### src/dcc_pkg.sv
// Package for the distinct column counter: sizes, register indexes,
// the configuration and slot structs, and the count clamp function.
// Used by every module of the block; depends on nothing.
package dcc_pkg;

	localparam int MAX_ROWS    = 16;
	localparam int MAX_COLUMNS = 16;

	localparam int ROW_W   = (MAX_ROWS > 1) ? $clog2(MAX_ROWS) : 1;
	localparam int COL_W   = (MAX_COLUMNS > 1) ? $clog2(MAX_COLUMNS) : 1;
	localparam int VALUE_W = 32;
	localparam int COUNT_W = 5;
	localparam int TALLY_W = 5;
	localparam int DATA_W  = 32;
	localparam int ADDR_W  = 3;

	typedef enum logic {
		REG_ROW_COUNT    = 1'b0,
		REG_COLUMN_COUNT = 1'b1
	} reg_index_t;

	// Clamped last row and column index, plus a pulse on any register write.
	typedef struct packed {
		logic [ROW_W-1:0] row_last;
		logic [COL_W-1:0] col_last;
		logic             restart;
	} cfg_t;

	// Position of the element held in the input stage.
	typedef struct packed {
		logic [ROW_W-1:0] row;
		logic [COL_W-1:0] col;
		logic             row_end;
		logic             col_end;
	} slot_t;

	// A count of zero acts as one, and a count above the maximum acts as the maximum.
	function automatic int clamp_last(logic [COUNT_W-1:0] v, int max_count);
		int n;
		n = int'(v);
		if (n < 1) n = 1;
		if (n > max_count) n = max_count;
		return n - 1;
	endfunction

endpackage

### src/dcc_col_bank.sv
// Element storage for one matrix column, one word per row, with a registered
// read port that forwards a same-cycle write. Depends on dcc_pkg for sizes.
module dcc_col_bank import dcc_pkg::*; (
	input  logic               clk,
	input  logic               we,
	input  logic [ROW_W-1:0]   waddr,
	input  logic [VALUE_W-1:0] wdata,
	input  logic               re,
	input  logic [ROW_W-1:0]   raddr,
	output logic [VALUE_W-1:0] rdata
);

	logic [VALUE_W-1:0] mem [MAX_ROWS];
	logic [VALUE_W-1:0] rdata_s1;

	always_ff @(posedge clk) begin
		if (we) begin
			mem[waddr] <= wdata;
		end
		if (re) begin
			if (we && waddr == raddr) begin
				rdata_s1 <= wdata;
			end else begin
				rdata_s1 <= mem[raddr];
			end
		end
	end

	assign rdata = rdata_s1;

endmodule

### config.mk
export PLATFORM = sky130hd
export DESIGN_NAME = dcc_col_bank
export DESIGN_NICKNAME = d
export VERILOG_FILES = /design/src/dcc_pkg.sv /design/src/dcc_col_bank.sv
export SDC_FILE = /design/constraint.sdc
export NUM_CORES = 1
export LEC_CHECK = 0
export BUFFER_PORTS_ARGS = -buffer_cell sky130_fd_sc_hd__buf_2
export CORE_ASPECT_RATIO = 0.75
export CORE_MARGIN = 3
export CORE_UTILIZATION = 54
export DETAILED_ROUTE_END_ITERATION = 7
export PLACE_DENSITY = 0.68
export REMOVE_ABC_BUFFERS = 1
export SKIP_LAST_GASP = 1
export SLEW_MARGIN = 5
export SYNTH_ARGS = -nofsm -noshare
export SYNTH_HDL_FRONTEND = slang
export SYNTH_SLANG_ARGS = --single-unit
export TNS_END_PERCENT = 5
### constraint.sdc
create_clock -name clk -period 6.3 [get_ports clk]
set_clock_uncertainty 0.2 [all_clocks]
set_input_delay 1.575 -clock clk [delete_from_list [all_inputs] [get_ports clk]]
set_output_delay 1.575 -clock clk [all_outputs]
set_load 0.02 [all_outputs]
After elaboration in Yosys (flattened, before gate mapping)
Memories as Yosys holds them, arrays and structs flattened. A register that Yosys moved wholly into a read port is not among the register bits.
Cells that the tools add are included.
{"block": "word_totals", "word_cells": 3, "out_inout_bits": 32, "input_bits": 43, "ramBits": 512, "regBits": 0, "memories": 1}
{"block": "classes", "n_mux": 2}
{"memory": "mem", "depth": 16, "word_bits": 32, "rd": 1, "rd_ports_with_merged_regs": 1, "wr": 1, "line_no": "dcc_col_bank.sv:13", "rtl": "logic [VALUE_W-1:0] mem [MAX_ROWS];"}
{"op": "two-way mux 1 bit", "count": 2}

Logic depth before layout (Yosys ltp)
{"block": "depth", "word_depth": 2, "ltp_mapped": 7, "mapped_depth_nobuf": 4}

Worst setup path before layout
No wires, ideal clock.
{"block": "synth_timing", "path_kind": "input to register", "startpoint": "in waddr[2]", "endpoint": "mem mem[0][0] (enable)", "setup_time_ns": 0.461, "stages": 2, "slack_ns": 1.346, "arrival_time_ns": 4.293, "path_cell_list": "or3b_2 -> nor3_1"}
{"item": "start: declaration", "line_no": "dcc_col_bank.sv:6", "rtl": "input logic [ROW_W-1:0] waddr,"}
{"item": "end: declaration", "line_no": "dcc_col_bank.sv:13"}
No word-level cell before the write port.

==> metrics.md <==
| Metric | Value |
|---|---|
| Initial Util | `0.551` |
| Slowest-stage cell, CP | `clkbuf_8` |
| Hold Path Class | `reg -> reg` |
| Initial DRC Count | `1001` |
| Setup tns final | `0 ns` |
| WL final | `43.6 mm` |
| Placed inst area | `21800 µm²` |
| Slew Limit Fails | `0` |
| Reg2Reg Launch Point | `mem[7][30]$_DFFE_PP_` |
| Leak pwr | `7.47 nW` |
| GR Overflow Total | `0` |
| CP Launch Point | `raddr[0]` |
| H-tree depth | `2` |
| P per Cell Area | `318 nW/µm²` |
| Gr usage total | `0.221` |
| Maxcap violations | `0` |
| Hold Crit Depth | `4` |
| Nets | `1030` |
| Startpoint Class | `input port` |
| Fin util | `0.626` |
| Core area | `37300 µm²` |
| Cell area after synthesis | `20600 µm²` |
| # DRC | `0` |
| Post-synthesis mux area share | `0.159` |
| HP Start | `mem[7][25]$_DFFE_PP_` |
| Routed Antenna Nets | `0` |
| Clock root buffer | `clkbuf_16` |
| Clock buffer depth | `3` |
| Dpl hpwl | `21.9 mm` |
| Finish-stage setup viols | `0` |
| Final instance area | `23400 µm²` |
| Vias in the first global route | `9773` |
| Worst-path cell chain | `clkbuf_8, buf_4, mux4_2, a22oi_1, nand2_1, mux2_2` |
| Max frequency | `268 MHz` |
| Fillcell total | `2493` |
| Avg WL per Cell | `28.4 µm` |
| P&R area growth vs syn | `13.5%` |
| DIE WIDTH | `231 µm` |
| # clock sinks | `544` |
| Syn Inst Count | `879` |
| CP arrival | `3.84 ns` |
| Worst Path Max Fanout | `67` |
| Clock transition at path regs | `0.06 ns` |
| Kind of critical path | `in -> reg` |
| Compound-cell area share of the yosys netlist | `0.0226` |
| Slew @ Worst Pin | `1.26 ns` |
| RSZ-0062 raised after global routing | `false` |
| Status | `finished, final reports clean` |
| Gpl congestion | `0.754` |
| Normalized max-slew margin | `0.158` |
| Total power draw | `7.44 mW` |
| Hold EP | `rdata[25]$_DFFE_PP_` |
| Clk Latency, worst-skew pair | `0.57 ns` |
| Synth unique cells | `20` |
| CTS tree | `yes` |
| Worst path depth | `6` |
| Min cycle time layout | `3.73 ns` |
| Final period utilization | `0.592` |
| Die area | `40500 µm²` |
| Die H | `175 µm` |
| Std cell rows | `61` |
| I/O pin cnt | `75` |
| First-pass GRT wire length | `64.7 mm` |
| Slowest stage delay, CP | `0.64 ns` |
| DRT Pass-1 Iters | `5` |
| CTS buffer count | `51` |
| XOR/XNOR Fraction of Synth Area | `0.00170` |
| WP data required | `6.41 ns` |
| Share of cells above drive strength 1 | `0.350` |
| Worst vdd ir | `0.000302 V` |
| # hold bufs at CTS | `0` |
| Largest net degree at the start of global routing | `68` |
| Worst Reg2Reg Path Length in Cells | `3` |
| Simple-Gate Fraction of Synth Area | `0.0129` |
| PostCTS Resize Cnt | `0` |
| #FFs+latches synth | `544` |
| YS warnings | `0` |
| RR Endpoint | `rdata[30]$_DFFE_PP_` |
| # port buffers | `74` |
| Fin. Hold Viols | `0` |
| Fin Hold WS | `0.674 ns` |
| FF-to-FF setup slack | `4.26 ns` |
| Vias after detailed routing | `9407` |
| Largest family of logic cells by synthesized area | `multiplexers` |
| Worst Path Buf+Inv | `2` |
| Syn Area/Cell | `23.4 µm²` |
| Synth Area in Adders | `0` |
| Sequential share of the synthesized area | `0.794` |
| # Post-CTS Setup Buffers | `0` |
| Crit path capture type | `flip-flop` |
| Initial antenna violation count | `3` |
| Average vias per placed instance | `6.14` |
| CP top delay family | `buffers and inverters` |
-- routing by layer --
layer	up-vias	GRT usage	part of all wire
met5	-	0	0.00069
met4	4	0.0495	0.019
met3	75	0.0420	0.075
met2	355	0.360	0.49
met1	4989	0.318	0.41
li1	3984	-	-
-- cell type report --
class / instances / area, µm² / share of cell area
clock inverter: 35 / 246 / 0.0106
sequential: 544 / 16300 / 0.699
antenna: 2 / 5.00 / 0.000214
timing repair buffer: 103 / 612 / 0.0262
clock buffer: 58 / 1350 / 0.0576
multi-input combinational: 287 / 4180 / 0.179
tap: 504 / 631 / 0.0270
-- sequential cells by signal (all words and copies together), names as in the netlist --
signal / count
mem: 512
rdata: 32
-- where the power goes --
| group | internal, mW | leakage (nW) | switching, mW |
|---|---|---|---|
| logic | 0.163 | 1.73 | 0.240 |
| clock network | 1.65 | 0.793 | 1.28 |
| registers | 4.08 | 4.94 | 0.0228 |
| total | 5.89 | 7.47 | 1.54 |
-- layout by cell type (no fill, tap or decap), drive strengths merged, types with 3 or more instances in the layout --
cell type	n
clkbuf	59
nor2	13
a22oi	62
xor2	3
mux4	129
bufinv	3
clkinv	31
edfxtp	544
buf	102
mux2	32
nand2	33
nor3	4
-- worst reg2reg max path, delay by kind of cell, from the launching register on --
kind	cells	cell delay (ns)
DFF	1	0.37
muxes	3	1.22
-- worst max path at each step --
stage	to	slack [ns]
CTS	rdata[16]$_DFFE_PP_	2.54
detailed placement	rdata[16]$_DFFE_PP_	1.94
global placement	rdata[22]$_DFFE_PP_	1.94
global route	rdata[11]$_DFFE_PP_	2.36
finish	rdata[16]$_DFFE_PP_	2.57
floorplan	mem[0][0]$_DFFE_PP_	1.35
-- synth_stat cells --
library cell	number	share of area
mux2_2	32	0.018
nand2b_1	2	0.00061
nor2_1	13	0.0024
buf_1	4	0.00073
nand2_1	33	0.0060
nor2b_1	2	0.00061
nand3_1	1	0.00024
buf_6	1	0.00055
buf_2	17	0.0041
xor2_1	3	0.0013
and2_0	1	0.00030
nor3_1	4	0.00097
or3b_2	1	0.00043
clkbuf_1	26	0.0047
xnor2_1	1	0.00043
mux4_2	129	0.14
nor4_2	1	0.00061
nand3b_1	2	0.00073
edfxtp_1	544	0.79
a22oi_1	62	0.023
-- cells by family (layout without fill, tap and decap cells) --
family	Yosys count	count (layout)
simple gates	60	60
xor+xnor	4	4
other cells	0	2
compound gates	62	62
flops	544	544
mux	161	161
buf+inv	48	196
-- through the flow --
step	std cells	setup slack (ns)
after floorplan	831	1.35
after global placement	1438	1.94
after detailed placement	1438	1.94
after CTS	1531	2.54
after global routing	1532	2.36
final	1533	2.57
No activity file was read; power rests on OpenSTA's default activity.
