===== src/dcc_pkg.sv =====
// Package for the distinct column counter: sizes, register indexes,
// the configuration and slot structs, and the count clamp function.
// Used by every module of the block; depends on nothing.
package dcc_pkg;

	localparam int MAX_ROWS    = 16;
	localparam int MAX_COLUMNS = 16;

	localparam int ROW_W   = (MAX_ROWS > 1) ? $clog2(MAX_ROWS) : 1;
	localparam int COL_W   = (MAX_COLUMNS > 1) ? $clog2(MAX_COLUMNS) : 1;
	localparam int VALUE_W = 32;
	localparam int COUNT_W = 5;
	localparam int TALLY_W = 5;
	localparam int DATA_W  = 32;
	localparam int ADDR_W  = 3;

	typedef enum logic {
		REG_ROW_COUNT    = 1'b0,
		REG_COLUMN_COUNT = 1'b1
	} reg_index_t;

	// Clamped last row and column index, plus a pulse on any register write.
	typedef struct packed {
		logic [ROW_W-1:0] row_last;
		logic [COL_W-1:0] col_last;
		logic             restart;
	} cfg_t;

	// Position of the element held in the input stage.
	typedef struct packed {
		logic [ROW_W-1:0] row;
		logic [COL_W-1:0] col;
		logic             row_end;
		logic             col_end;
	} slot_t;

	// A count of zero acts as one, and a count above the maximum acts as the maximum.
	function automatic int clamp_last(logic [COUNT_W-1:0] v, int max_count);
		int n;
		n = int'(v);
		if (n < 1) n = 1;
		if (n > max_count) n = max_count;
		return n - 1;
	endfunction

endpackage


===== src/dcc_cfg_regs.sv =====
// Configuration registers of the distinct column counter behind an APB-style port.
// Depends on dcc_pkg for register indexes, widths and the clamp function.
module dcc_cfg_regs import dcc_pkg::*; (
	input  logic              clk,
	input  logic              arst_n,
	input  logic              psel,
	input  logic              penable,
	input  logic              pwrite,
	input  logic [ADDR_W-1:0] paddr,
	input  logic [DATA_W-1:0] pwdata,
	output logic [DATA_W-1:0] prdata,
	output logic              pready,
	output cfg_t              cfg
);

	logic [COUNT_W-1:0] row_count_q;
	logic [COUNT_W-1:0] column_count_q;
	logic               wr_en;
	reg_index_t         index;

	assign pready = 1'b1;
	assign wr_en  = psel && penable && pwrite;
	assign index  = reg_index_t'(paddr[2]);

	always_ff @(posedge clk or negedge arst_n) begin
		if (!arst_n) begin
			row_count_q    <= COUNT_W'(1);
			column_count_q <= COUNT_W'(1);
		end else if (wr_en) begin
			case (index)
				REG_ROW_COUNT:    row_count_q    <= pwdata[COUNT_W-1:0];
				REG_COLUMN_COUNT: column_count_q <= pwdata[COUNT_W-1:0];
				default: ;
			endcase
		end
	end

	always_comb begin
		case (index)
			REG_ROW_COUNT:    prdata = DATA_W'(row_count_q);
			REG_COLUMN_COUNT: prdata = DATA_W'(column_count_q);
			default:          prdata = '0;
		endcase
	end

	assign cfg.row_last = ROW_W'(clamp_last(row_count_q, MAX_ROWS));
	assign cfg.col_last = COL_W'(clamp_last(column_count_q, MAX_COLUMNS));
	// Every write restarts the matrix; the address decode covers only real registers.
	assign cfg.restart  = wr_en;

endmodule


===== config.mk =====
export PLATFORM = sky130hd
export DESIGN_NAME = dcc_cfg_regs
export DESIGN_NICKNAME = d
export VERILOG_FILES = /design/src/dcc_pkg.sv /design/src/dcc_cfg_regs.sv
export SDC_FILE = /design/constraint.sdc
export NUM_CORES = 1
export LEC_CHECK = 0
export BUFFER_PORTS_ARGS = -buffer_cell sky130_fd_sc_hd__buf_2
export CAP_MARGIN = 20
export CORE_UTILIZATION = 38
export DETAILED_ROUTE_END_ITERATION = 10
export MAX_ROUTING_LAYER = met4
export PLACE_DENSITY = 0.83
export REMOVE_ABC_BUFFERS = 1
export SYNTH_ARGS = -nofsm -noshare
export SYNTH_HDL_FRONTEND = slang
export SYNTH_SLANG_ARGS = --single-unit
export TNS_END_PERCENT = 100

===== constraint.sdc =====
create_clock -name clk -period 2.2 [get_ports clk]
set_clock_uncertainty 0.15 [all_clocks]
set_input_delay 0.44 -clock clk [delete_from_list [all_inputs] [get_ports clk]]
set_output_delay 0.44 -clock clk [all_outputs]
set_load 0.1 [all_outputs]

Yosys cells after proc, flatten, opt, wreduce, memory -nomap -nowiden
Cells that the tools add are included.
W data, S select, Z words.
Operators by class
  magnitude comparators: 4
  reduce and logical (&&, ||, !) cells: 4
  multiplexer cells: 5
  add/sub/neg operators: 2
  bitwise operators: 1
Operators with widths (number)
  $pmux W32 S2: 1
  $gt A5 B5 Y1 const B: 2
  $lt A5 B1 Y1 const B: 2
  $mux W5: 2
  $mux W4: 2
  $sub A4 B2 Y4 const B: 2
  $reduce_and A2 Y1: 2
  $logic_and A1 B1 Y1: 2
  $not A1 Y1: 1
Word-level totals
  output and inout bits: 42
  flip-flop bits (word level): 10

Logic depth before layout (Yosys ltp)
  depth after elaboration: 5
  mapped depth: 4
  depth with buffers taken out: 4

Least setup slack after synthesis
OpenSTA, ideal clock, no wires.
  path type: flip-flop to output port
  start point: reg column_count_q[2]
  end point: out cfg[3] (netlist name)
  cell stages (with the launch flop): 5
  buffers on the path: 0
  path slack: -1.638 ns
  required time: 1.610 ns
  arrival time: 3.248 ns
  cells stage by stage: dfrtp_1 nor3_1 o21bai_1 ha_1 xnor2_1
RTL lines
  from (decl): line dcc_cfg_regs.sv:17  | logic [COUNT_W-1:0] column_count_q;
  from (signal assigned): line dcc_cfg_regs.sv:32  | REG_COLUMN_COUNT: column_count_q <= pwdata[COUNT_W-1:0];
  to (decl): line dcc_cfg_regs.sv:13  | output cfg_t cfg

==> metrics.md <==
| Metric | Value |
|---|---|
| Vias | ~580 |
| PnR worst setup slack | roughly 0.063 ns |
| Vias per cell | around 4.3 |
| Crit path DAT | 1.55 ns |
| Util after Layout | between 50% and 60% |
| Ports | a little over 80 |
| DRT iter0 DRCs | 4 |
| Crit share post-route | 97.2% |
| Pin count of the biggest net entering global routing | 11 |
| DIE HEIGHT | ~49 um |
| Max Slew Vio Count | 0 |
| Detailed-placement wirelength estimate | roughly 1.2 mm |
| Layout cells sized above 1 | a little under three fifths |
| Max incr delay on CP | ~0.4 ns |
| Crit-path max FO | 3 |
| CTS clk-pin slew, worst paths | approximately 0.060 ns |
| Worst path cell trace | nor3_2 > o21bai_1 > ha_2 > xnor2_2 > buf_12 |
| Final #Nets | roughly 150 |
| Gpl congestion | 0.785 |
| Most frequent cells in the layout | 28 x conb_1, 20 x buf_2, 15 x mux2_2 |
| Worst hold path class | in2reg |
| R2R cell count | 2 |
| Clock Latency Late Sink | between 0.2 and 0.3 ns |
| Family with the most delay on the worst path | flip-flops |
| Worst Setup Path Type | reg2out |
| Final ANT Viol Nets | 0 |
| F_max | 0.468 GHz |
| Hold Path Depth | 2 |
| Avg Cell Area, Syn | ~11 um^2 |
| Post-Route WL | 1.45 mm |
| Tmin final | between 2 and 2.5 ns |
| CP Capture Type | output port |
| Clock H-tree levels | 1 |
| IO buf count | 24 |
| GRT overflow | 0 |
| CP bufs+invs | 1 |
| Max Cap Viol | 0 |
| Sequential-to-total area share from yosys stat | 30.5% |
| Synth warn | 0 |
| Pre-antenna DRT Iters | 4 |
| TNS Setup | 0 ns |
| Hold WS | around 0.29 ns |
| Average wire per standard cell | ~11 um |
| CTS max path bufs | 2 |
| Peak VDD IR | 697 uV |
| Initial Utilization | about two fifths |
| Post-synth cell types | 16 |
| CTS tree | done |
| Clk sinks | 10 |
| Cts bufs inserted | 3 |
| Vias in the first global route | roughly 500 |
| Synthesized cell area | 828 um^2 |
| Slowest stage cell, crit path | dfrtp_1 |
| Post-Layout Cell Count | between 100 and 150 |
| Layout area overhead | 24.3% |
| Worst slack, placed | roughly 0.19 ns |
| P_leak | ~0.53 nW |
| Core box area | ~2000 um^2 |
| Clock root buffer | clkbuf_4 |
| Placed Cells | between 100 and 150 |
| Standard-cell rows | 16 |
| Outcome | complete, no violations |
| Final hold viol count | 0 |
| CP startpoint kind | flop |
| N_diodes | 0 |
| Area of the die | 2370 um^2 |
| Tot GR Track Use | 13.1% |
| Initial antenna violation count | 0 |
| Die width | approximately 50 um |
| Pwr per Cell Area | 1620 nW/um^2 |
| #FFs+latches synth | 10 |
| First-pass GRT wire length | about 2.3 mm |
| RSZ-0062 raised after global routing | yes |
| Cells after Synth | 78 |
| Crit. path cell count | 5 |
| DRC | 0 |
| Req. time, crit path | ~1.6 ns |
| Final Setup Violations | 0 |
| Most common cell after layout, fill and taps aside | conb_1 |
[Yosys cell counts (all sizes together)]
library cell | instances | area (um^2)
and3 | 1 | 6.26
buf | 30 | 229
conb | 2 | 7.51
dfrtp | 8 | 200
dfstp | 2 | 52.6
ha | 2 | 25.0
inv | 2 | 7.51
mux2 | 15 | 169
nand2b | 6 | 37.5
nand4 | 1 | 12.5
nand4b | 1 | 23.8
nor3 | 2 | 10.0
o21bai | 2 | 15.0
o31ai | 2 | 15.0
xnor2 | 2 | 17.5
[cell families (layout without fill, tap and decap cells)]
kind of cell	after synthesis	after routing	share of synthesized area [%]
flops	10	10	30.5
buf+inv	32	37	28.6
mux	15	15	20.4
compound gates	4	4	3.62
fa+ha+maj	2	2	3.02
other cells	2	28	0.907
xor+xnor	2	2	2.12
simple gates	11	11	10.9
[what timing repair did]
action	4_1_cts	5_1_grt
hold buffers	1	0
endpoints found under the setup margin	2	3
gates resized for setup	4	5
buffers inserted	1	6
endpoints found under the hold margin	8	0
pin swaps	2	5
[final timing paths]
path	start	endpoint	slack, ns
setup / recovery	column_count_q[3]	cfg[3]	0.06
hold / removal	pwdata[1]	row_count_q[1]	0.29
setup reg to reg	column_count_q[1]	column_count_q[1]	1.11
hold reg to reg	row_count_q[3]	row_count_q[3]	0.41
max in group asynchronous	arst_n	column_count_q[0]	1.24
min in group asynchronous	arst_n	row_count_q[2]	0.41
[final cells by class]
class,instances,area (um^2)
Timing Repair Buffer,32,243
Sequential cell,10,256
Inverter,2,7.51
Clock buffer,3,22.5
Multi-Input combinational cell,62,467
Tap cell,27,33.8
Fill cell,189,972
[stage by stage]
stage	power, W	area (um^2)
after floorplan	0.00124	697
after global placement	0.00147	911
after detailed placement	0.00148	911
after CTS	0.00164	973
after global routing	0.00174	1030
final	0.00167	1030
[registers in the layout, indices dropped and copies added, names as in the netlist]
name	count
column_count_q	5
row_count_q	5
[where the power goes]
group	switching (W)	internal, W	leakage, nW
sequential	0.0000477	0.000234	0.114
combinational	0.000951	0.000322	0.405
clock	0.0000534	0.0000627	0.0138
[layer usage]
layer,track usage (%),vias to the layer above,routed length (um)
met5,-,-,0
met1,14.4,269,606
met4,5.88,0,0
li1,-,268,-
met3,2.52,0,125
met2,22.7,41,720
[worst register-to-register path, delay by kind of cell, from the launching register on]
family	cells	cell delay [ns]
buffers and inverters	1	0.16
flip-flops	1	0.40
multiplexers	1	0.26
(Power assumes the default switching activity.)
