**config.mk**
```make
export PLATFORM = sky130hd
export DESIGN_NAME = dcc_front
export DESIGN_NICKNAME = d
export VERILOG_FILES = /design/src/dcc_pkg.sv /design/src/dcc_front.sv
export SDC_FILE = /design/constraint.sdc
export NUM_CORES = 1
export LEC_CHECK = 0
export BUFFER_PORTS_ARGS = -buffer_cell sky130_fd_sc_hd__buf_2
export CAP_MARGIN = 25
export CORE_UTILIZATION = 42
export CTS_BUF_LIST = sky130_fd_sc_hd__clkbuf_8
export CTS_CLUSTER_SIZE = 30
export DETAILED_ROUTE_END_ITERATION = 12
export GPL_TIMING_DRIVEN = 0
export PLACE_DENSITY_LB_ADDON = 0.3
export SKIP_LAST_GASP = 1
export SYNTH_ARGS = -nofsm -noshare
export SYNTH_HDL_FRONTEND = slang
export SYNTH_SLANG_ARGS = --single-unit
```
**constraint.sdc**
```tcl
create_clock -name clk -period 2.1 [get_ports clk]
set_input_delay 0.105 -clock clk [delete_from_list [all_inputs] [get_ports clk]]
set_output_delay 0.105 -clock clk [all_outputs]
set_load 0.02 [all_outputs]
```
**src/dcc_pkg.sv**
```systemverilog
// Package for the distinct column counter: sizes, register indexes,
// the configuration and slot structs, and the count clamp function.
// Used by every module of the block; depends on nothing.
package dcc_pkg;

	localparam int MAX_ROWS    = 16;
	localparam int MAX_COLUMNS = 16;

	localparam int ROW_W   = (MAX_ROWS > 1) ? $clog2(MAX_ROWS) : 1;
	localparam int COL_W   = (MAX_COLUMNS > 1) ? $clog2(MAX_COLUMNS) : 1;
	localparam int VALUE_W = 32;
	localparam int COUNT_W = 5;
	localparam int TALLY_W = 5;
	localparam int DATA_W  = 32;
	localparam int ADDR_W  = 3;

	typedef enum logic {
		REG_ROW_COUNT    = 1'b0,
		REG_COLUMN_COUNT = 1'b1
	} reg_index_t;

	// Clamped last row and column index, plus a pulse on any register write.
	typedef struct packed {
		logic [ROW_W-1:0] row_last;
		logic [COL_W-1:0] col_last;
		logic             restart;
	} cfg_t;

	// Position of the element held in the input stage.
	typedef struct packed {
		logic [ROW_W-1:0] row;
		logic [COL_W-1:0] col;
		logic             row_end;
		logic             col_end;
	} slot_t;

	// A count of zero acts as one, and a count above the maximum acts as the maximum.
	function automatic int clamp_last(logic [COUNT_W-1:0] v, int max_count);
		int n;
		n = int'(v);
		if (n < 1) n = 1;
		if (n > max_count) n = max_count;
		return n - 1;
	endfunction

endpackage

```
**src/dcc_front.sv**
```systemverilog
// Input side of the distinct column counter: row and column position counters
// and the input stage register. Depends on dcc_pkg for the structs.
module dcc_front import dcc_pkg::*; (
	input  logic               clk,
	input  logic               arst_n,
	input  cfg_t               cfg,
	input  logic               in_valid,
	input  logic [VALUE_W-1:0] element_value,
	input  logic               advance,
	output logic               in_stall,
	output logic               accept,
	output logic [ROW_W-1:0]   read_row,
	output logic               valid_s1,
	output slot_t              item_s1,
	output logic [VALUE_W-1:0] value_s1
);

	logic [ROW_W-1:0] row_q;
	logic [COL_W-1:0] col_q;
	logic             row_end;
	logic             col_end;

	assign in_stall = valid_s1 && !advance;
	assign accept   = in_valid && !in_stall;
	assign read_row = row_q;
	assign row_end  = (row_q == cfg.row_last);
	assign col_end  = (col_q == cfg.col_last);

	always_ff @(posedge clk or negedge arst_n) begin
		if (!arst_n) begin
			row_q    <= '0;
			col_q    <= '0;
			valid_s1 <= 1'b0;
		end else begin
			if (cfg.restart) begin
				row_q <= '0;
				col_q <= '0;
			end else if (accept) begin
				if (!row_end) begin
					row_q <= row_q + ROW_W'(1);
				end else begin
					row_q <= '0;
					col_q <= col_end ? '0 : col_q + COL_W'(1);
				end
			end
			if (accept) begin
				valid_s1 <= 1'b1;
			end else if (advance) begin
				valid_s1 <= 1'b0;
			end
		end
	end

	always_ff @(posedge clk) begin
		if (accept) begin
			item_s1.row     <= row_q;
			item_s1.col     <= col_q;
			item_s1.row_end <= row_end;
			item_s1.col_end <= col_end;
			value_s1        <= element_value;
		end
	end

endmodule

```
== After elaboration in Yosys (flattened, before gate mapping) ==
Index checks and enable logic that the tools add are counted.
Operators by class
  add/subtract/negate cells: 2
  $mul: 0
  divide/modulo/power cells: 0
  $lt $le $gt $ge: 0
  equality and inequality tests: 2
  shift operators: 0
  muxes and demuxes: 9
  bitwise logic cells: 0
  reductions and logical operators: 8
Operator list (count)
  $mux W4: 7
  $add A4 B1 Y4 const B: 2
  $eq A4 B4 Y1: 2
  $reduce_bool A2 Y1: 3
  $logic_and A1 B1 Y1: 2
  $logic_not A1 Y1: 2
  $mux W1: 2
  $reduce_and A2 Y1: 1
Word-level totals
  flip-flop bits (word level): 51
  bits in latches: 0
  bits in writable memories: 0
  bits in read-only memories: 0
  input port bits: 45
  output and inout bits: 49
  logic and storage cells: 29
  memories: 0

== Longest topological paths before layout ==
  depth after elaboration: 6
  gate-level depth with buffers: 5

== Least setup slack after synthesis ==
OpenSTA, ideal clock, no wires.
  path type: register to register
  start: register valid_s1
  end: register col_q[3]
  library setup time: 0.087 ns
  data arrival time: 2.137 ns
  data required time: 2.013 ns
  slack: -0.125 ns
  cell stages (with the launch flop): 6
  path buffers: 0
  period minus slack after synthesis: 2.225 ns
  path through: dfrtp_1 -> nand2b_1 -> nand2_1 -> inv_1 -> a21oi_1 -> o211ai_1
Between the ends
  word-level cells in the longest chain between the ends: 5
Ends and longest elaborated chain
  start, declared: RTL line dcc_front.sv:13  | output logic valid_s1,
  start signal, assigned: RTL line dcc_front.sv:33  | valid_s1 <= 1'b0;
  start signal, assigned: RTL line dcc_front.sv:47  | valid_s1 <= 1'b1;
  start signal, assigned: RTL line dcc_front.sv:49  | valid_s1 <= 1'b0;
  $logic_and A1 B1 Y1: RTL line dcc_front.sv:23  | assign in_stall = valid_s1 && !advance;
  $logic_not A1 Y1: RTL line dcc_front.sv:24  | assign accept = in_valid && !in_stall;
  $logic_and A1 B1 Y1: RTL line dcc_front.sv:24
  net accept: RTL line dcc_front.sv:11  | output logic accept,
  $reduce_bool A2 Y1 (no line)
  $reduce_and A2 Y1 (no line)
  end signal, assigned: RTL line dcc_front.sv:43  | col_q <= col_end ? '0 : col_q + COL_W'(1);
  end, declared: RTL line dcc_front.sv:19  | logic [COL_W-1:0] col_q;
The timed path passes the listed nets, and every way through them passes these cells.
A chain may end at the register's enable or synchronous reset.

== Worst setup path in the final report ==
  start: register valid_s1
  end: register value_s1[11], enable pin
Between the ends
  word-level cells in the longest chain between the ends: 3
Ends and longest elaborated chain
  $logic_and A1 B1 Y1: RTL line dcc_front.sv:23
  $logic_not A1 Y1: RTL line dcc_front.sv:24
  $logic_and A1 B1 Y1: RTL line dcc_front.sv:24
  end signal, assigned: RTL line dcc_front.sv:60  | value_s1 <= element_value;
  end, declared: RTL line dcc_front.sv:15  | output logic [VALUE_W-1:0] value_s1
No other way between the ends.

==> key figures <==
Drt
  • Vias/cell: 4.769
  • Routed Antenna Nets: 0
  • DR iter-0 viols: 59
  • First-pass iteration count of the detailed router: 4
  • Routed vias: 1407
  • Final WL: 4473 um
  • Routed len/inst: 15.16 um
  • # DRC: 0

Floorplan
  • # rows: 23
  • Core ar.: 0.004086 mm^2
  • Die width: 68.09 um
  • I/O Pins: 94
  • Chip height: 68.09 um
  • DIE AREA: 0.004636 mm^2
  • Initial Utilization: 44.89%

Logic synthesis
  • Yosys warnings: 0
  • Synth async-reset ratio: 17.65%
  • Most numerous cell in the Yosys netlist: edfxtp_1
  • Mapped Cells: 103
  • Unique cell type count in the Yosys netlist: 20
  • Mapped Nets: 150
  • Post-synth EDFFs: 42
  • Top FF cell, synth: edfxtp_1
  • Seq cells post-synth: 51
  • Share of the synthesized area in the top cell type: 68.76%
  • Sequential share of the synthesized area: 81.04%
  • Post-synth top cells: edfxtp_1, dfrtp_1, xnor2_1, a21oi_1
  • Post-synth top area cell: edfxtp_1
  • Area contributors post-synth: edfxtp_1, dfrtp_1, xnor2_1
  • Post-synthesis instance area: 0.001834 mm^2
  • Average size of a mapped cell: 17.81 um^2

Critical path
  • Critical path's largest stage delay: 0.59 ns
  • Critical path endpoint category: flip-flop
  • Crit Path Max Fanout: 11
  • Crit-path cells: nand2b_1, nand2_1, clkinvlp_2
  • Crit path DAT: 1.77 ns
  • Crit Path Category: reg -> reg
  • Setup crit start kind: flip-flop
  • CP Data Required Time: 2.00 ns
  • CP max-delay cell: clkinvlp_2

Final layout
  • Fillers: 309
  • Fin util: 69.57%
  • Layout area overhead: 54.98%
  • Layout cells sized above 1: 46.53%
  • Reg area: 0.001486 mm^2
  • Area of the multi-input gates: 329.1 um^2
  • Diode count: 0
  • Final net count: 291
  • Non-Filler Instances: 295

GRT
  • First-pass GRT wire length: 6175 um
  • Initial antenna violation count: 0
  • Vias in the first global route: 1290
  • Largest net degree at the start of global routing: 24
  • GRT Resource Usage Total: 19.38%
  • GR Overflow Total: 0

Placed design
  • Global placement routability congestion: 0.7791
  • Placed Cells: 246
  • HPWL Detailed: 2777 um
  • # port buffers: 93

CTS
  • Clock buffer count from CTS: 5
  • Clk sinks: 51
  • TritonCTS clock tree: built
  • # H-tree levels: 2
  • CTS max path bufs: 2
  • Clock Tree Root: clkbuf_8
  • Clock Latency Late Sink: 0.30 ns
  • Clock-pin slew on the worst setup and hold paths: 0.09 ns

Timing
  • Ratio of final minimum period to clock period: 89.20%
  • Slew Viols, Final: 0
  • Max Fclk: 533.8 MHz
  • Final setup viols: 0
  • Worst Tran Pin Value: 0.4983 ns
  • Slew margin rel.: 66.70%
  • Clock skew: 0.002927 ns
  • Fin Setup TNS: 0 ns
  • Tmin final: 1.873 ns
  • RSZ-0062 raised after global routing: false
  • Fin Hold WS: 0.02505 ns
  • Final hold vios: 0

Hold path
  • Worst hold-check path type: in -> reg

Pwr
  • Pwr dens: 705.1 mW/mm^2
  • Leak Pwr: 1.225 nW
  • Peak supply drop: 0.4809 mV

Job
  • Max cap viols: 0

Outcome
  • Status: complete, no violations
## power by group
group	internal, W	switching (W)	total, W
logic	0.000128	0.000158	0.000286
registers	0.00115	0.0000203	0.00117
clock network	0.000232	0.000312	0.000544
total	0.00151	0.000490	0.00200
## repair_timing
item                                    in CTS  in global routing
gates cloned                                 1                  1
endpoints found under the setup margin      46                  3
hold endpoints to repair                    41                  0
buffers inserted                             0                  6
gates resized for setup                      1                  0
hold buffers                                33                  0
## area by class of cell
| cell class | count | area share (%) |
|---|---|---|
| Tap cell | 50 | 2.201 |
| Clock inverter | 3 | 0.7042 |
| Timing Repair Buffer | 132 | 29.58 |
| Timing Repair inverter | 2 | 0.4401 |
| Sequential cell | 51 | 52.29 |
| Multi-Input combinational cell | 47 | 11.58 |
| Clock buffer | 5 | 2.421 |
| Inverter | 5 | 0.7923 |
## per-stage QoR
stage	power, W	area (um^2)	worst slack (ns)
after detailed placement	0.001419	2366	-0.2008
final	0.002004	2843	0.2267
after global routing	0.002080	2843	0.04587
after floorplan	0.001311	1838	0.02234
after CTS	0.002004	2793	-0.04861
after global placement	0.001410	2366	-0.05899
## state kept, by name, indices dropped and copies added (netlist names)
name and count:
value_s1 32, item_s1 10, read_row 4, valid_s1 1, col_q 4
## critical path: cells and delay by family, from the launching register on
kind / cells / cell delay (ns)
simple gates: 2 / 0.52
flops: 1 / 0.36
buf+inv: 1 / 0.59
## placed cells by master, fill, tap and decap left out, types with 4 or more instances in the layout
master | netlist | layout
a21oi_1 | 6 | 6
buf_2 | 0 | 93
buf_4 | 0 | 6
clkbuf_8 | 0 | 5
clkinvlp_4 | 0 | 4
dfrtp_1 | 9 | 9
dlygate4sd3_1 | 0 | 33
edfxtp_1 | 42 | 42
inv_1 | 5 | 4
nand2_1 | 5 | 5
nand3_1 | 4 | 4
o211ai_1 | 4 | 4
o21ai_0 | 4 | 4
xnor2_1 | 8 | 8
## kinds of logic after synthesis
group / after synthesis / synth area share (%)
adders and majority gates: 2 / 1.364
xor gates and xnor gates: 8 / 3.820
and+or+nand+nor: 20 / 6.685
muxes: 1 / 0.5457
DFF: 51 / 81.04
buffers and inverters: 5 / 1.023
AOI/OAI and AO/OA: 16 / 5.525
## routing by layer
layer  routed length, um  vias up  part of all wire, %  track usage, %
met5                   0        -                    0               0
met4                  46        0                  1.0           6.250
met3                 396        5                  8.9           6.333
met2                2357       76                   53           36.03
met1                1674      656                   37           20.31
li1                    -      670                    -               -
## final timing paths
| path | from | end | slack (ns) | cells past startpoint |
|---|---|---|---|---|
| max | valid_s1 | value_s1[11] | 0.23 | 3 |
| min | in_valid | valid_s1 | 0.03 | 2 |
| max reg2reg | valid_s1 | value_s1[11] | 0.23 | 3 |
| min reg2reg | read_row[3] | item_s1[9] | 0.55 | 0 |
| max in group asynchronous | arst_n | read_row[2] | 1.75 | 2 |
| min in group asynchronous | arst_n | col_q[1] | 0.17 | 2 |
(Power assumes the default switching activity.)
