`src/dcc_pkg.sv`:
```
// Package for the distinct column counter: sizes, register indexes,
// the configuration and slot structs, and the count clamp function.
// Used by every module of the block; depends on nothing.
package dcc_pkg;

	localparam int MAX_ROWS    = 16;
	localparam int MAX_COLUMNS = 16;

	localparam int ROW_W   = (MAX_ROWS > 1) ? $clog2(MAX_ROWS) : 1;
	localparam int COL_W   = (MAX_COLUMNS > 1) ? $clog2(MAX_COLUMNS) : 1;
	localparam int VALUE_W = 32;
	localparam int COUNT_W = 5;
	localparam int TALLY_W = 5;
	localparam int DATA_W  = 32;
	localparam int ADDR_W  = 3;

	typedef enum logic {
		REG_ROW_COUNT    = 1'b0,
		REG_COLUMN_COUNT = 1'b1
	} reg_index_t;

	// Clamped last row and column index, plus a pulse on any register write.
	typedef struct packed {
		logic [ROW_W-1:0] row_last;
		logic [COL_W-1:0] col_last;
		logic             restart;
	} cfg_t;

	// Position of the element held in the input stage.
	typedef struct packed {
		logic [ROW_W-1:0] row;
		logic [COL_W-1:0] col;
		logic             row_end;
		logic             col_end;
	} slot_t;

	// A count of zero acts as one, and a count above the maximum acts as the maximum.
	function automatic int clamp_last(logic [COUNT_W-1:0] v, int max_count);
		int n;
		n = int'(v);
		if (n < 1) n = 1;
		if (n > max_count) n = max_count;
		return n - 1;
	endfunction

endpackage

```
`src/dcc_tally.sv`:
```
// Match flags, unique column tally and result register of the distinct
// column counter. Depends on dcc_pkg for sizes and the slot struct.
module dcc_tally import dcc_pkg::*; (
	input  logic                   clk,
	input  logic                   arst_n,
	input  logic                   restart,
	input  logic                   valid_s1,
	input  slot_t                  item_s1,
	input  logic [MAX_COLUMNS-1:0] equal,
	input  logic                   out_stall,
	output logic                   advance,
	output logic                   fire,
	output logic                   out_valid,
	output logic [TALLY_W-1:0]     unique_columns
);

	logic [MAX_COLUMNS-1:0] flags_q;
	logic [MAX_COLUMNS-1:0] below;
	logic [MAX_COLUMNS-1:0] base;
	logic [MAX_COLUMNS-1:0] flags_next;
	logic [TALLY_W-1:0]     tally_q;
	logic [TALLY_W-1:0]     tally_next;
	logic                   last;
	logic                   is_unique;
	logic                   out_valid_q;
	logic [TALLY_W-1:0]     unique_columns_q;

	assign last    = item_s1.row_end && item_s1.col_end;
	// Only the matrix's final element needs room in the result register.
	assign advance = !(last && out_valid_q && out_stall);
	assign fire    = valid_s1 && advance;

	always_comb begin
		for (int k = 0; k < MAX_COLUMNS; k++) begin
			below[k] = (k < int'(item_s1.col));
		end
	end

	// A new column starts with every earlier column as a candidate match.
	assign base       = (item_s1.row == '0) ? below : flags_q;
	assign flags_next = base & equal;
	assign is_unique  = (item_s1.col == '0) || (flags_next == '0);
	assign tally_next = tally_q + TALLY_W'(item_s1.row_end && is_unique);

	always_ff @(posedge clk or negedge arst_n) begin
		if (!arst_n) begin
			flags_q     <= '0;
			tally_q     <= '0;
			out_valid_q <= 1'b0;
		end else begin
			if (restart) begin
				flags_q <= '0;
				tally_q <= '0;
			end else if (fire) begin
				flags_q <= last ? '0 : flags_next;
				tally_q <= last ? '0 : tally_next;
			end
			if (fire && last) begin
				out_valid_q <= 1'b1;
			end else if (!out_stall) begin
				out_valid_q <= 1'b0;
			end
		end
	end

	always_ff @(posedge clk) begin
		if (fire && last) begin
			unique_columns_q <= tally_next;
		end
	end

	assign out_valid      = out_valid_q;
	assign unique_columns = unique_columns_q;

endmodule

```
`config.mk`:
```
export PLATFORM = sky130hd
export DESIGN_NAME = dcc_tally
export DESIGN_NICKNAME = d
export VERILOG_FILES = /design/src/dcc_pkg.sv /design/src/dcc_tally.sv
export SDC_FILE = /design/constraint.sdc
export NUM_CORES = 1
export LEC_CHECK = 0
export BUFFER_PORTS_ARGS = -buffer_cell sky130_fd_sc_hd__buf_2
export CAP_MARGIN = 40
export CORE_MARGIN = 2
export CORE_UTILIZATION = 40
export CTS_BUF_LIST = sky130_fd_sc_hd__clkbuf_4
export CTS_CLUSTER_DIAMETER = 200
export CTS_CLUSTER_SIZE = 24
export DETAILED_ROUTE_END_ITERATION = 6
export GPL_TIMING_DRIVEN = 0
export HOLD_SLACK_MARGIN = 0.05
export PLACE_DENSITY_LB_ADDON = 0.05
export SYNTH_ARGS = -nofsm -noshare
export SYNTH_HDL_FRONTEND = slang
export SYNTH_SLANG_ARGS = --single-unit
```
`constraint.sdc`:
```
create_clock -name clk -period 2.6 [get_ports clk]
set_input_delay 0.52 -clock clk [delete_from_list [all_inputs] [get_ports clk]]
set_output_delay 0.52 -clock clk [all_outputs]
set_load 0.05 [all_outputs]
```
======== Word level (Yosys, flattened, before mapping) ========
Index checks and enable logic that the tools add are counted.
storage, ports and cells
  register bits ........................... 27
  output and inout port bits .............. 8
  word-level logic and storage cells ...... 43
operators by class
  add/sub/neg operators ................... 1
  $lt $le $gt $ge ......................... 15
  equal/unequal tests ..................... 1
  muxes and demuxes ....................... 9
  bitwise gates (word level) .............. 1
  reductions and logical operators ........ 12
operators with widths
  operator                                                                  number
  16-bit 2-to-1 mux                                                         4
  4-bit < comparator (first input constant)                                 7
  16-bit bitwise AND                                                        1
  16-bit logical NOT                                                        1
  3-bit by 4-bit < comparator with 1-bit output (first input constant)      4
  5-bit 2-to-1 mux                                                          3
  4-bit logical NOT                                                         2
  1-bit by 4-bit < comparator with 1-bit output (first input constant)      2
  2-bit by 4-bit < comparator with 1-bit output (first input constant)      2
  1-bit logical AND                                                         6
  5-bit by 1-bit adder with 5-bit output                                    1
  1-bit 2-to-1 mux                                                          2
  2-bit by 1-bit inequality test with 1-bit output (second input constant)  1
  2-bit nonzero test                                                        1
  1-bit logical NOT                                                         1
  1-bit logical OR                                                          1

======== Longest topological paths before layout ========
Gate-level depths: netlist of run 1.
  depth after elaboration ................. 10
  mapped depth ............................ 11

======== Least setup slack after synthesis of run 1 ========
No wires, ideal clock.
  kind .................................... input-to-reg
  start point ............................. input item_s1[7] in the netlist's numbering
  end point ............................... register tally_q[4]
  library setup time ...................... 0.121 ns
  arrival time ............................ 2.666 ns
  setup slack ............................. -0.187 ns
  cell stages on the path ................. 10
  cell sequence ........................... nor4_4 -> mux2_2 -> a211o_1 -> nor4_2 -> a32o_1 -> ha_1 -> ha_1 -> nand3_1 -> xnor2_1 -> a22o_1
between the ends
  word-level cells in the longest chain between the ends .. 10
ends and longest elaborated chain
  item                                    line             text
  start: declaration                      dcc_tally.sv:8   input slot_t item_s1,
  4-bit logical NOT                       dcc_tally.sv:40  assign base = (item_s1.row == '0) ? below : flags_q;
  16-bit 2-to-1 mux                       dcc_tally.sv:40
  16-bit bitwise AND                      dcc_tally.sv:41  assign flags_next = base & equal;
  16-bit logical NOT                      dcc_tally.sv:42  assign is_unique = (item_s1.col == '0) || (flags_next == '0);
  1-bit logical OR                        dcc_tally.sv:42
  1-bit logical AND                       dcc_tally.sv:43  assign tally_next = tally_q + TALLY_W'(item_s1.row_end && is_unique);
  5-bit by 1-bit adder with 5-bit output  dcc_tally.sv:43
  via tally_next[4]                       dcc_tally.sv:22  logic [TALLY_W-1:0] tally_next;
  5-bit 2-to-1 mux                        dcc_tally.sv:56  tally_q <= last ? '0 : tally_next;
  5-bit 2-to-1 mux                        dcc_tally.sv:54  end else if (fire) begin
  5-bit 2-to-1 mux                        dcc_tally.sv:51  if (restart) begin
  end signal: assignment                  dcc_tally.sv:56
  end: declaration                        dcc_tally.sv:21  logic [TALLY_W-1:0] tally_q;
The timed path passes the listed nets, and every way through them passes these cells. The select of a mux whose other input is x is not followed.
A chain may end at the register's enable or synchronous reset.

======== Worst setup path in the final report of run 1 ========
Same ends and word-level chain as after synthesis.

==> impl_metrics.ini, run 1 <==
[synthesis]
yosysSeqAreaShare_pct = 46.63
ys.flop_type = dfrtp_1
synthArstFlopShare_pct = 81.48
synthCells = 145
syn-cell-area_sq_um = 1503
synth_fp_nets = 178
synth_xor_area_share_pct = 1.749
synth_top_cell_area_share_pct = 36.64
synthAdderAreaFrac_pct = 1.665
yosysMostFrequentCell = dfrtp_1
ys_top_cells_by_area = dfrtp_1 37%, edfxtp_1 10%, a32o_1 6.0%, nand2_1 3.2%, a22o_1 2.9%
synth_cell_types = 46
synthTopCellsByCount = 22 x dfrtp_1, 13 x nand2_1, 9 x a32o_1
synth_edf_count = 5
synth-simple-area-share_pct = 15.40
synth-compound-area-share_pct = 26.98
ys_warn_count = 0
synth.avg_cell_area_sq_um = 10.36
yosysTopAreaCell = dfrtp_1
synth.mux.area_fraction_pct = 3.580
synth_top_family_by_area = compound AO/OA/AOI/OAI gates
synth_seq_cells = 27

[clock_tree]
clock_latency_ns = 0.33
cts_buffers = 3
cts_sinks = 27
cts-root-buf = clkbuf_4
h-tree-depth = 1
cts_tree = yes
clkTransAtPathRegs_ns = 0.16
cts_buffer_depth = 2

[drt]
wirelength_um = 3983
viasPerCell = 5.778
dr_total_vias = 1381
remaining_drc_errors = 0
dr.pass1.iters = 4
ant_nets = 0
wl_per_cell_um = 16.67
drt-initial-drc-count = 78

[cells_and_area]
num_antenna_cells = 0
final_layout_size_suffix_gt1_share_pct = 32.98
num-fill-cells = 364
fin_nets = 225
final_util_pct = 53.00
syn_to_final_growth_pct = 28.14

[timing]
fin_crit_ns = 2.565
final_hold_viol_count = 0
finClkSkew_ns = 0.01411
rsz0062_at_grt = true
holdWs_ns = 0.1243
timing.fmax_ghz = 0.3898
finalSetupViolations = 0
period_share_pct = 98.67
slew_headroom_pct = 55.36
layout_setup_ws_ns = 0.03468
drv_slew = 0
worst_pin_slew_ns = 0.6672

[outcome]
status = complete, no violations

[hold_path]
hold_path_class = in -> async

[global_routing]
antenna_found_initial = 0
grt_pass1_vias = 1385
grt_pass1_wl_um = 6665
overflow = 0
grt_max_degree = 23
grtUsageTotal_pct = 20.35

[placed_design]
dp_slack_ns = -0.4709
gp_congestion = 0.8269
io_buffers = 38
place_hpwl_um = 2938

[job]
maxCapViolCount = 0

[setup_path]
crit_required_ns = 2.84
cp.arrival_ns = 2.81
critPathMaxFanout = 4
worstSetupEndpointType = flip-flop
worstSetupPathType = in -> reg
start_kind = primary input

[pwr]
vdd_drop_max_uv = 138.2
p_per_area_nw_per_um2 = 404.7
p_leak_nw = 0.8492

[floorplanning]
core_area_sq_um = 3633
die_area_sq_um = 4263
boundaryPins = 39
start_util_pct = 41.36
num_rows = 22
die_w_um = 65.29
die_y_um = 65.29
## power breakdown
| group | switching (mW) | leakage (nW) | internal, mW |
|---|---|---|---|
| Combinational | 0.0939 | 0.478 | 0.0578 |
| Sequential | 0.00397 | 0.353 | 0.438 |
| Clock | 0.128 | 0.0177 | 0.0576 |
| Total | 0.226 | 0.849 | 0.553 |
## critical path, stage by stage
cell     delay, ns
buf_6         0.10
nor4_4        0.24
buf_4         0.18
mux2_4        0.30
a211o_1       0.28
nor4_2        0.25
a32o_2        0.24
ha_4          0.15
ha_4          0.15
nand3_4       0.08
xnor2_2       0.15
a22o_1        0.17
## through the flow
step | cells | power (mW) | area, sq um | TNS, ns
2_1_floorplan | 145 | 0.5241 | 1530 | -0.1967
3_3_place_gp | 231 | 0.5864 | 1780 | -2.979
3_5_place_dp | 231 | 0.5887 | 1780 | -3.133
4_1_cts | 239 | 0.7853 | 1914 | -0.008817
5_1_grt | 239 | 0.8280 | 1926 | -0.1618
6_report | 239 | 0.7794 | 1926 | 0
## state kept, by name, summed over array words and instances, names as in the netlist
signal          count
unique_columns      5
out_valid           1
flags_q            16
tally_q             5
## timing repair
item,in CTS,in global routing
setup endpoints to repair,4,5
setup buffers,4,0
cloned,0,0
hold buffers,0,0
gates resized for setup,16,2
pin swaps,12,3
## layout make-up
class | instances | area, sq um | area share [%]
tap | 48 | 60.06 | 3.119
inverter | 5 | 18.77 | 0.9747
clock buffer | 3 | 22.52 | 1.170
clock inverter | 1 | 5.005 | 0.2599
multi-input combinational | 105 | 827.0 | 42.95
sequential | 27 | 700.7 | 36.39
timing repair buffer | 42 | 242.7 | 12.61
buffer | 8 | 48.80 | 2.534
## logic make-up (layout without fill, tap and decap cells)
family | Yosys count | in the layout
mux | 5 | 5
fa+ha+maj | 2 | 2
xor+xnor | 3 | 3
simple gates | 40 | 40
flops | 27 | 27
compound gates | 55 | 55
buf+inv | 13 | 59
## path summary, 6_finish.rpt
check / endpoint / depth (start not counted) / startpoint / slack [ns]
max: tally_q[4] / 12 / item_s1[7] / 0.03
min: flags_q[11] / 1 / arst_n / 0.12
max reg2reg: tally_q[4] / 10 / flags_q[13] / 0.32
min reg2reg: flags_q[5] / 2 / flags_q[5] / 0.50
max in group asynchronous: out_valid / 1 / arst_n / 2.13
min in group clk: flags_q[11] / 3 / equal[11] / 0.44
## routing by layer
| layer | global-route usage (%) | share of wire (%) |
|---|---|---|
| met1 | 26.43 | 43 |
| met2 | 34.95 | 51 |
| met3 | 2.397 | 5.3 |
| met4 | 7.292 | 0.60 |
| met5 | 0 | 0 |
## layout by cell type (no fill, tap or decap), types with 2 or more instances in the layout
cell type,Yosys,layout
clkbuf_1,5,5
a22o_1,5,5
o21ai_0,4,4
a21oi_1,8,8
nor2b_1,2,2
dfrtp_1,22,22
a21o_1,5,5
o31ai_1,2,2
a22oi_1,4,4
edfxtp_1,5,5
buf_4,1,3
nor3_1,3,2
mux2_4,0,2
a32o_1,9,7
o211ai_1,3,3
ha_4,0,2
nand2_1,13,13
a211o_1,2,2
buf_6,1,5
nor2_1,3,3
inv_1,5,5
nand3_1,6,4
and2_1,2,2
a32o_2,0,2
o21ai_1,6,6
buf_2,0,35
mux2i_1,2,2
clkbuf_4,0,3
No activity file was read; power rests on OpenSTA's default activity.
==> inputs of run 2 (changes only) <==
--- a/config.mk
+++ b/config.mk
@@ -13,7 +13,6 @@
 export CTS_CLUSTER_DIAMETER = 200
 export CTS_CLUSTER_SIZE = 24
 export DETAILED_ROUTE_END_ITERATION = 6
-export GPL_TIMING_DRIVEN = 0
 export HOLD_SLACK_MARGIN = 0.05
 export PLACE_DENSITY_LB_ADDON = 0.05
 export SYNTH_ARGS = -nofsm -noshare
==> run 2 against run 1 <==
  * Maximum frequency fell by 0.70%
  * Critical path depth fell by 1
  * Die area did not move
  * Clock-buffer cell count did not move
  * Hold slack improved by 0.018 ns
  * Global-route usage rose by 0.59 points
  * Flip-flop and latch count did not move
  * Sequential share of layout area fell by 1.8 points
  * Cell count rose by 4.6%
  * Sequential power barely moved
  * Final area rose by 5.1%
  * Clock power barely moved
  * Critical path type unchanged
  * Largest cell class unchanged
  * Highest routed layer unchanged
==> impl_metrics.ini, run 2 (same netlist as run 1, synthesis figures left out) <==
[outcome]
status = complete, no violations

[cells_and_area]
top_register = flags_q
regArea_sq_um = 700.7
mostFrequentLayoutCell = buf_2
fin_nets = 236
largest_reg_flops = 16
final_cell_mix = 36 x buf_2, 22 x dfrtp_1, 20 x buf_4
final_layout_size_suffix_gt1_share_pct = 40.59
syn_to_final_growth_pct = 34.64
num-fill-cells = 350
num_antenna_cells = 0
multi_input_area_sq_um = 822.0

[setup_path]
cp.arrival_ns = 2.82
worstSetupPathType = in -> reg
reg2reg_from = flags_q[9]
slowest_stage = or4_4
worstSetupEndpointType = flip-flop
critPathMaxFanout = 5
cp_num_buf_inv = 1
crit_chain = buf_2, or4_4, mux2_4, a22oi_2, and3_1, a32o_2, ha_4, ha_4, nand3_4, xnor2_2, a22o_1
cp_slowest_stage_delay_ns = 0.60
critical_path.top_delay_family = simple AND/OR/NAND/NOR gates
startpoint = item_s1[9]
start_kind = primary input
cp_common_cell = ha_4
crit_required_ns = 2.84

[clock_tree]
cts_buffer_depth = 2
cts_sinks = 27
cts_buffers = 3
h-tree-depth = 1
clkTransAtPathRegs_ns = 0.15
cts_tree = yes
clock_latency_ns = 0.33
cts-root-buf = clkbuf_4

[timing]
rsz0062_at_grt = true
timing.fmax_ghz = 0.3871
period_share_pct = 99.36
worst_pin_slew_ns = 0.5384
fin_crit_ns = 2.583
layout_setup_ws_ns = 0.01670
finClkSkew_ns = 0.001378
drv_slew = 0
finalSetupViolations = 0
final_hold_viol_count = 0
tns_ns = 0
slew_headroom_pct = 64.03

[hold_path]
hold_path_class = in -> async

[global_routing]
grt_pass1_vias = 1473
antenna_found_initial = 0
grt_pass1_wl_um = 6837
met3_usage_pct = 3.253
use_met2_pct = 36.86
busiest_layer = met2
grtUsageTotal_pct = 20.94
use_met1_pct = 25.77
overflow = 0
grt_max_degree = 23

[drt]
dr.pass1.iters = 4
wl_per_cell_um = 16.32
wirelength_um = 4080
remaining_drc_errors = 0
ant_nets = 0
viasPerCell = 5.652
dr_total_vias = 1413
drt-initial-drc-count = 79

[placed_design]
place_hpwl_um = 2980
gp_congestion = 0.8182
io_buffers = 38
dp_slack_ns = -0.3877

[floorplanning]
core_area_sq_um = 3633
start_util_pct = 41.36
die_area_sq_um = 4263
boundaryPins = 39
die_y_um = 65.29
num_rows = 22
die_w_um = 65.29

[job]
maxCapViolCount = 0

[pwr]
p_leak_nw = 0.9212
vdd_drop_max_uv = 168.4
p_per_area_nw_per_um2 = 391.0
run 2: final timing paths:
| check | endpoint | slack, ns | depth (start not counted) |
|---|---|---|---|
| max in group asynchronous | flags_q[5] | 2.10 | 1 |
| worst min-delay path | flags_q[6] | 0.14 | 1 |
| worst max register to register | tally_q[4] | 0.28 | 10 |
| min in group clk | out_valid | 0.41 | 2 |
| worst min register to register | flags_q[10] | 0.52 | 1 |
| worst max-delay path | tally_q[4] | 0.02 | 11 |
run 2: metal layers:
layer,routed length (um),part of all wire [%],up-vias
met5,0,0,-
met4,51,1.3,0
met3,190,4.7,6
met2,2066,51,45
met1,1773,43,685
li1,-,-,677
run 2: report_power, final:
| part | leakage [nW] | internal, mW | switching, mW |
|---|---|---|---|
| sequential | 0.353 | 0.438 | 0.00364 |
| combinational | 0.551 | 0.0688 | 0.0948 |
| clock | 0.0177 | 0.0578 | 0.128 |
| total | 0.921 | 0.564 | 0.227 |
run 2: layout make-up:
cell class,instances,area share (%)
clock buffers,3,1.113
clock inverters,1,0.2474
inverters,5,0.9276
multi-input cells,105,40.63
flip-flops and latches,27,34.63
well taps,48,2.968
repair buffers,61,19.48
run 2: stage by stage:
step	cell area, sq um	instances	total power, mW	hold WS, ns	util, %
after CTS	1959	250	0.7919	0.1520	53.93
after global routing	2023	250	0.8379	0.1607	55.68
after detailed placement	1897	244	0.6016	0.4775	52.20
after global placement	1897	244	0.5990	0.4672	52.20
after floorplan	1530	145	0.5241	0.2244	-
final	2023	250	0.7911	0.1427	55.68
run 2: repair_timing:
item / in CTS / in global routing
setup endpoints to repair: 2 / 5
pin swaps: 4 / 3
setup buffers: 2 / 0
resized for setup: 4 / 15
cloned: 0 / 0
hold buffers: 0 / 0
==> inputs of run 3 (changes only) <==
--- a/config.mk
+++ b/config.mk
@@ -7,7 +7,6 @@
 export LEC_CHECK = 0
 export BUFFER_PORTS_ARGS = -buffer_cell sky130_fd_sc_hd__buf_2
 export CAP_MARGIN = 40
-export CORE_MARGIN = 2
 export CORE_UTILIZATION = 40
 export CTS_BUF_LIST = sky130_fd_sc_hd__clkbuf_4
 export CTS_CLUSTER_DIAMETER = 200
==> run 3 against run 2 <==
  * Combinational power about the same
  * Utilization is 2.8 points higher
  * Hold slack got worse by 0.023 ns
  * Sequential share of layout area shrank 0.064 points
  * Clock-buffer cell count unchanged
  * Global-route usage increased by 1.4 points
  * Register-to-register slack better by 0.09 ns
  * Clock power is 5% higher
  * Total power is 1.6% higher
==> impl_metrics.ini, run 3 (same netlist as run 1, synthesis figures left out) <==
[pwr]
power_uw = 804.0
vdd_drop_max_uv = 215.8
pwr-share-clk_pct = 24.4
p_comb_share_pct = 20.7
p_per_area_nw_per_um2 = 396.7
seqPwrFrac_pct = 54.9
p_switching_uw = 237.6
swShare_pct = 29.55
p_int_uw = 566.4
p_leak_nw = 0.9155

[drt]
wirelength_um = 4028
dr.pass1.iters = 4
remaining_drc_errors = 0
viasPerCell = 5.733
ant_nets = 0
dr_total_vias = 1416
wl_per_cell_um = 16.31
drt-initial-drc-count = 73

[setup_path]
slowest_stage = or4_4
worstSetupEndpointType = flip-flop
critical_path.top_delay_family = simple AND/OR/NAND/NOR gates
worstSetupPathType = in -> reg
cp_common_cell = ha_4
cp_num_buf_inv = 1
start_kind = primary input
cp_slowest_stage_delay_ns = 0.62
cp.arrival_ns = 2.82
crit_required_ns = 2.84
critPathMaxFanout = 6
crit_chain = buf_8, or4_4, a211oi_4, o22ai_2, nor4_4, a32o_2, ha_4, ha_4, nand3_4, xnor2_2, a22o_1

[placed_design]
place_hpwl_um = 2903
gp_congestion = 0.7815
dp_slack_ns = -0.4656
place_inst = 242
io_buffers = 38

[clock_tree]
cts_hold_buf = 0
h-tree-depth = 1
cts_buffer_depth = 2
clkTransAtPathRegs_ns = 0.16
cts_sinks = 27
clock_latency_ns = 0.34
cts-root-buf = clkbuf_4
cts_tree = yes
cts_buffers = 3

[cells_and_area]
syn_to_final_growth_pct = 34.89
final_cell_mix = 36 x buf_2, 22 x dfrtp_1, 21 x buf_4
top_register = flags_q
final_util_pct = 58.44
final_layout_size_suffix_gt1_share_pct = 40.30
finalNonFillerCells = 247
largest_reg_flops = 16
num_antenna_cells = 0
mostFrequentLayoutCell = buf_2
fin_nets = 235

[timing]
worst_pin_slew_ns = 0.6732
period_share_pct = 98.94
final_hold_viol_count = 0
drv_slew = 0
finalSetupViolations = 0
slew_headroom_pct = 54.95
timing.fmax_ghz = 0.3887
rsz0062_at_grt = true
finClkSkew_ns = 0.008781
layout_setup_ws_ns = 0.02745
fin_crit_ns = 2.573

[global_routing]
antenna_found_initial = 0
use_met1_pct = 30.54
grt_pass1_vias = 1485
grt_max_degree = 23
use_met2_pct = 37.10
grt_pass1_wl_um = 6969
overflow = 0
busiest_layer = met2
met3_usage_pct = 3.261
grtUsageTotal_pct = 22.31

[floorplanning]
start_util_pct = 43.33
num_rows = 21
die_w_um = 63.29
boundaryPins = 39
core_area_sq_um = 3468
die_y_um = 63.29
die_area_sq_um = 4006

[job]
maxCapViolCount = 0

[outcome]
status = complete, no violations

[hold_path]
hold_path_class = in -> async
==> run 3: power groups by stage <==
stage               logic, mW  registers [mW]  clock network, mW
finish                  0.167           0.441              0.196
CTS                     0.158           0.442              0.203
global route            0.183           0.443              0.221
detailed placement      0.153           0.449                  0
floorplan              0.0632           0.461                  0
global placement        0.151           0.449                  0
==> run 3: cell type report <==
type                            count  area, sq um
Fill cell                         324         1441
Inverter                            5        18.77
Multi-Input combinational cell    105        844.6
Sequential cell                    27        700.7
Clock inverter                      1        7.507
Clock buffer                        3        22.52
Tap cell                           46        57.56
Timing Repair Buffer               60        375.4
==> run 3: worst paths after layout <==
| check | cells after the start | endpoint | start | slack, ns |
|---|---|---|---|---|
| max in group asynchronous | 1 | flags_q[0] | arst_n | 2.13 |
| min reg2reg | 2 | flags_q[4] | flags_q[4] | 0.50 |
| max reg2reg | 9 | tally_q[4] | flags_q[2] | 0.37 |
| max | 11 | tally_q[4] | item_s1[8] | 0.03 |
| min | 1 | flags_q[5] | arst_n | 0.12 |
| min in group clk | 2 | out_valid | out_stall | 0.40 |
==> run 3: metal layers <==
metal  share of wire, %  wire (um)
met5                  0          0
met4                1.0         41
met3                4.1        167
met2                 48       1932
met1                 47       1886
==> run 3: timing repair <==
action / CTS / global route
pin swaps: 3 / 13
endpoints found under the setup margin: 4 / 5
gates resized for setup: 2 / 17
setup buffers: 1 / 0
hold endpoints to repair: 0 / 0
==> run 3: per-stage QoR <==
| step | hold slack, ns | cell area (sq um) | TNS, ns |
|---|---|---|---|
| 2_1_floorplan | 0.2244 | 1530 | -0.1967 |
| 3_3_place_gp | 0.4649 | 1894 | -2.476 |
| 3_5_place_dp | 0.4738 | 1894 | -3.134 |
| 4_1_cts | 0.1419 | 1943 | -0.01083 |
| 5_1_grt | 0.1532 | 2027 | -0.07879 |
| 6_report | 0.1196 | 2027 | 0 |
